File: src/rtl/page_mode_bitmap_blitter_unit_macros.svh
// ----------------------------------------------------------------------------
// Assertion macros
// Implication checks used by the blitter top level; empty for synthesis.
// ----------------------------------------------------------------------------
`ifndef PAGE_MODE_BITMAP_BLITTER_UNIT_MACROS_SVH
`define PAGE_MODE_BITMAP_BLITTER_UNIT_MACROS_SVH

`ifndef SYNTHESIS
`define PMBB_ASSERT_SAME(label, clk, rstn, cond, expr, msg) \
    label: assert property (@(posedge clk) disable iff (!rstn) (cond) |-> (expr)) \
        else $error(msg);
`define PMBB_ASSERT_NEXT(label, clk, rstn, cond, expr, msg) \
    label: assert property (@(posedge clk) disable iff (!rstn) (cond) |=> (expr)) \
        else $error(msg);
`else
`define PMBB_ASSERT_SAME(label, clk, rstn, cond, expr, msg)
`define PMBB_ASSERT_NEXT(label, clk, rstn, cond, expr, msg)
`endif

`endif

File: src/rtl/pmbb_pkg.sv
`timescale 1ns / 1ps
// ----------------------------------------------------------------------------
// pmbb_pkg
// Shared types and codes of the page-mode bitmap blitter.
// ----------------------------------------------------------------------------
package pmbb_pkg;

    localparam int PAGE_W = 7;

    localparam logic [1:0] KIND_CLEAR = 2'd0;
    localparam logic [1:0] KIND_DRAW  = 2'd1;
    localparam logic [1:0] KIND_READ  = 2'd2;

    typedef enum logic [2:0] {
        ST_CLEAR,
        ST_IDLE,
        ST_RD0,
        ST_WR0,
        ST_RD1,
        ST_WR1,
        ST_RQ,
        ST_RDATA
    } blit_state_t;

    typedef struct packed {
        logic              hit0;
        logic              hit1;
        logic [7:0]        col;
        logic [PAGE_W-1:0] page0;
        logic [PAGE_W-1:0] page1;
        logic [7:0]        mask0;
        logic [7:0]        mask1;
    } draw_plan_t;

endpackage

File: src/rtl/pmbb_pixel_map.sv
`timescale 1ns / 1ps
// ----------------------------------------------------------------------------
// pmbb_pixel_map
// Maps one bitmap column onto its two page bytes with clipping masks.
// ----------------------------------------------------------------------------
module pmbb_pixel_map
    import pmbb_pkg::*;
#(
    parameter int SCREEN_COLUMNS = 128,
    parameter int SCREEN_ROWS    = 64
) (
    input  logic [7:0]  x_base,
    input  logic [7:0]  col_index,
    input  logic [7:0]  y_top,
    input  logic [7:0]  offset_y,
    input  logic [7:0]  column_bits,
    input  logic        invert_pixels,
    output draw_plan_t  plan
);

    localparam int         FULL_PAGES = SCREEN_ROWS / 8;
    localparam int         TAIL_BITS  = SCREEN_ROWS % 8;
    localparam logic [7:0] TAIL_MASK  = 8'((1 << TAIL_BITS) - 1);
    localparam logic [8:0] COLS_LIM   = 9'(SCREEN_COLUMNS);

    function automatic logic [7:0] page_mask(input logic [PAGE_W-1:0] page);
        logic [7:0] m;
        if (32'(page) < FULL_PAGES) begin
            m = 8'hFF;
        end else if (32'(page) == FULL_PAGES) begin
            m = TAIL_MASK;
        end else begin
            m = 8'h00;
        end
        return m;
    endfunction

    logic [7:0]        bits_eff;
    logic [8:0]        col_sum;
    logic [8:0]        row_base;
    logic [15:0]       spread;
    logic              col_ok;
    logic [PAGE_W-1:0] page0;
    logic [PAGE_W-1:0] page1;
    logic [7:0]        mask0;
    logic [7:0]        mask1;

    always_comb begin
        bits_eff = invert_pixels ? ~column_bits : column_bits;
        col_sum  = {1'b0, x_base} + {1'b0, col_index};
        row_base = {1'b0, y_top} + {1'b0, offset_y};
        col_ok   = col_sum < COLS_LIM;
        spread   = {8'h00, bits_eff} << row_base[2:0];
        page0    = PAGE_W'(row_base[8:3]);
        page1    = page0 + PAGE_W'(1);
        mask0    = spread[7:0] & page_mask(page0);
        mask1    = spread[15:8] & page_mask(page1);

        plan.hit0  = col_ok && (mask0 != 8'h00);
        plan.hit1  = col_ok && (mask1 != 8'h00);
        plan.col   = col_sum[7:0];
        plan.page0 = page0;
        plan.page1 = page1;
        plan.mask0 = mask0;
        plan.mask1 = mask1;
    end

endmodule

File: config.mk
export PLATFORM = sky130hd
export DESIGN_NAME = pmbb_pixel_map
export DESIGN_NICKNAME = d
export VERILOG_FILES = /design/src/rtl/page_mode_bitmap_blitter_unit_macros.svh /design/src/rtl/pmbb_pkg.sv /design/src/rtl/pmbb_pixel_map.sv
export SDC_FILE = /design/constraint.sdc
export NUM_CORES = 1
export LEC_CHECK = 0
export ABC_AREA = 1
export ABC_CLOCK_PERIOD_IN_PS = 2800
export BUFFER_PORTS_ARGS = -buffer_cell sky130_fd_sc_hd__buf_2
export CAP_MARGIN = 10
export CORE_MARGIN = 2
export CORE_UTILIZATION = 35
export DETAILED_ROUTE_END_ITERATION = 10
export GPL_TIMING_DRIVEN = 1
export PLACE_DENSITY_LB_ADDON = 0.08
export SYNTH_ARGS = -nofsm -noshare
export SYNTH_HDL_FRONTEND = slang
export SYNTH_SLANG_ARGS = --single-unit
File: constraint.sdc
create_clock -name vclk -period 2.8
set_input_delay 0.56 -clock vclk [all_inputs]
set_output_delay 0.56 -clock vclk [all_outputs]
set_load 0.02 [all_outputs]
==> impl_metrics.json <==
{
  "core.rowCount": 23,
  "coreArea_mm2": 0.00409,
  "grt_max_degree": 14,
  "failed_checks": "negative setup slack",
  "design.portCount": 81,
  "drt_drc": 0,
  "drv_cap": 0,
  "final_clock_period_utilization_by_the_worst_path_pct": 112,
  "gp_congestion": 0.844,
  "synth_seq_area_share_pct": 0,
  "holdPathEnd": "plan[30]",
  "drtAntennaViolNets": 0,
  "most_common_library_cell_in_the_layout_ignoring_fill_and_taps": "sky130_fd_sc_hd__nand2_1",
  "first_pass_detailed_route_iteration_total": 4,
  "min_path_cells": 3,
  "critPathArrivalTime_ps": 2570,
  "synthesis.instances": 266,
  "antenna_found_initial": 0,
  "die_height_um": 69.7,
  "area_post_placement_mm2": 0.00244,
  "cp_slowest_cell": "sky130_fd_sc_hd__fa_2",
  "synthDistinctLibCells": 35,
  "timing_hold_violations_final": 0,
  "rsz0062_at_grt": "yes",
  "initial_core_util_pct": 37.0,
  "maxClockFrequency_ghz": 0.319,
  "clkbuf_count": 0,
  "floorplan.die_area_mm2": 0.00486,
  "track_usage_pct": 17.3,
  "worstSetupStartpointType": "input port",
  "synthTopCellsByArea": "sky130_fd_sc_hd__nand2_1 (19%), sky130_fd_sc_hd__ha_1 (14%), sky130_fd_sc_hd__nand3_1 (8.9%), sky130_fd_sc_hd__inv_1 (8.7%), sky130_fd_sc_hd__nor2_1 (6.5%)",
  "share_of_cells_above_drive_strength_1_pct": 51.9,
  "dpl.hpwl_mm": 3.72,
  "port-buffer-count": 79,
  "period_minus_slack_ps": 3130,
  "timing.critical_path.slowest_cell_delay_ps": 360,
  "synth_largest_type_area_fraction_pct": 18.9,
  "finalWirelength_mm": 4.41,
  "hp-class": "in2out",
  "post_synth_instance_area_mm2": 0.00151,
  "wl_per_cell_um": 10.1,
  "critPathTopFamily": "simple AND/OR/NAND/NOR gates",
  "worstPathMaxFanout": 3,
  "yosysWarningCount": 0,
  "critical_path_required_ps": 2240,
  "area_delta_synth_final_pct": 80.7,
  "vias_per_cell": 4.60,
  "critical_path_class": "in2out",
  "final_report_max_slew_violation_count": 0,
  "hold_path.startpoint": "col_index[0]",
  "grt_first_pass_wirelength_mm": 7.45,
  "cellPowerDensity_mw_per_mm2": 331,
  "nets": 451,
  "timing.critical_path.to_type": "output port",
  "die_width_um": 69.7,
  "synth.avg_cell_area_um2": 5.69,
  "holdBufCountCts": 0,
  "layout.sequential_cells": 0,
  "irDropWorstVdd_mv": 0.214,
  "routed-via-count": 2019,
  "first_global_vias": 1833,
  "gr-total-overflow": 0,
  "worstPathCellList": "buf_6 -> ha_4 -> fa_2 -> nand2_2 -> nand2_4 -> nand3b_1 -> nand2_4 -> ha_4 -> inv_2 -> nor2_4 -> nand3_2 -> nand3_2 -> nor2_4 -> o41ai_2 -> a21oi_2 -> buf_6",
  "diodes": 0,
  "layout.filler_cells": 364,
  "standby_leakage_power_uw": 0.00149,
  "layout_setup_ws_ps": -331,
  "seq_area_um2": 0,
  "synth_top_cell_by_area": "sky130_fd_sc_hd__nand2_1",
  "timing.critical_path.from": "offset_y[0]",
  "finalCoreUtilization_pct": 66.9,
  "outcome": "finished, violations left",
  "stdcell_area_mm2": 0.00273,
  "setup_viol": 17,
  "layout_common_cells": "sky130_fd_sc_hd__nand2_1 (66), sky130_fd_sc_hd__buf_2 (57), sky130_fd_sc_hd__buf_4 (47), sky130_fd_sc_hd__inv_1 (32)",
  "timing.critical_path.buf_inv": 3,
  "first_iter_violations": 48,
  "dpl_worst_slack_ps": -412
}
==> layer usage <==
layer / part of all wire (%) / global-route usage (%) / vias up / wire (µm)
met3: 5.8 / 0.581 / 0 / 255
met1: 45 / 23.1 / 872 / 2000
li1: - / - / 1096 / -
met2: 49 / 32.6 / 51 / 2160
met5: 0 / 0 / - / 0
met4: 0 / 0 / 0 / 0
==> cell usage after synthesis (2+ instances only) <==
cell type	count
sky130_fd_sc_hd__nor2_1	26
sky130_fd_sc_hd__o21ai_0	12
sky130_fd_sc_hd__inv_2	3
sky130_fd_sc_hd__nand3_1	27
sky130_fd_sc_hd__nor2_2	3
sky130_fd_sc_hd__nand2_2	7
sky130_fd_sc_hd__nand2_1	76
sky130_fd_sc_hd__a21oi_1	10
sky130_fd_sc_hd__nor2_4	2
sky130_fd_sc_hd__buf_4	4
sky130_fd_sc_hd__clkbuf_1	2
sky130_fd_sc_hd__a21boi_0	2
sky130_fd_sc_hd__xor2_1	7
sky130_fd_sc_hd__nor3_2	5
sky130_fd_sc_hd__nand3_2	5
sky130_fd_sc_hd__or2_4	2
sky130_fd_sc_hd__xnor2_1	3
sky130_fd_sc_hd__ha_1	17
sky130_fd_sc_hd__fa_1	2
sky130_fd_sc_hd__or2_2	2
sky130_fd_sc_hd__inv_1	35
==> worst min-delay path, stage by stage <==
cell and delay, ps:
sky130_fd_sc_hd__buf_2 80, sky130_fd_sc_hd__ha_1 100, sky130_fd_sc_hd__buf_2 150
==> layout make-up <==
type / count / area [µm²] / area share (%)
Tap cell: 50 / 62.6 / 2.29
Multi-Input combinational cell: 222 / 1600 / 58.6
Timing Repair Buffer: 128 / 917 / 33.5
Inverter: 39 / 151 / 5.54
==> timing repair <==
action                                  in CTS  in global routing
setup buffers                                2                  1
endpoints found under the setup margin      17                 22
pin swaps                                   12                 10
resized for setup                           51                 25
==> power by group <==
group	leakage [µW]	total, µW	internal (µW)	switching [µW]
clock network	0	0	0	0
logic	0.00149	906	393	513
registers	0	0	0	0
==> metrics by stage <==
step                setup TNS, ps  instances  power, µW  hold slack (ps)
finish                      -2830        439        906             1450
global route                -4910        439        991             1470
CTS                         -2630        438        869             1450
detailed placement          -4350        437        806             1450
global placement            -3670        437        801             1450
floorplan                   -1110        267        521             1320
==> worst max-delay path by stage <==
stage,endpoint,depth (start not counted)
floorplan,plan[38],14
global placement,plan[38],17
detailed placement,plan[3],16
CTS,plan[38],16
global route,plan[38],16
finish,plan[38],16
==> cell families after synthesis <==
family / share of synthesized area [%]
fa+ha+maj: 16.7
compound gates: 12.3
other cells: 0.248
xor+xnor: 6.87
simple gates: 51.7
buf+inv: 12.2
Power figures use the tool's default switching activity.
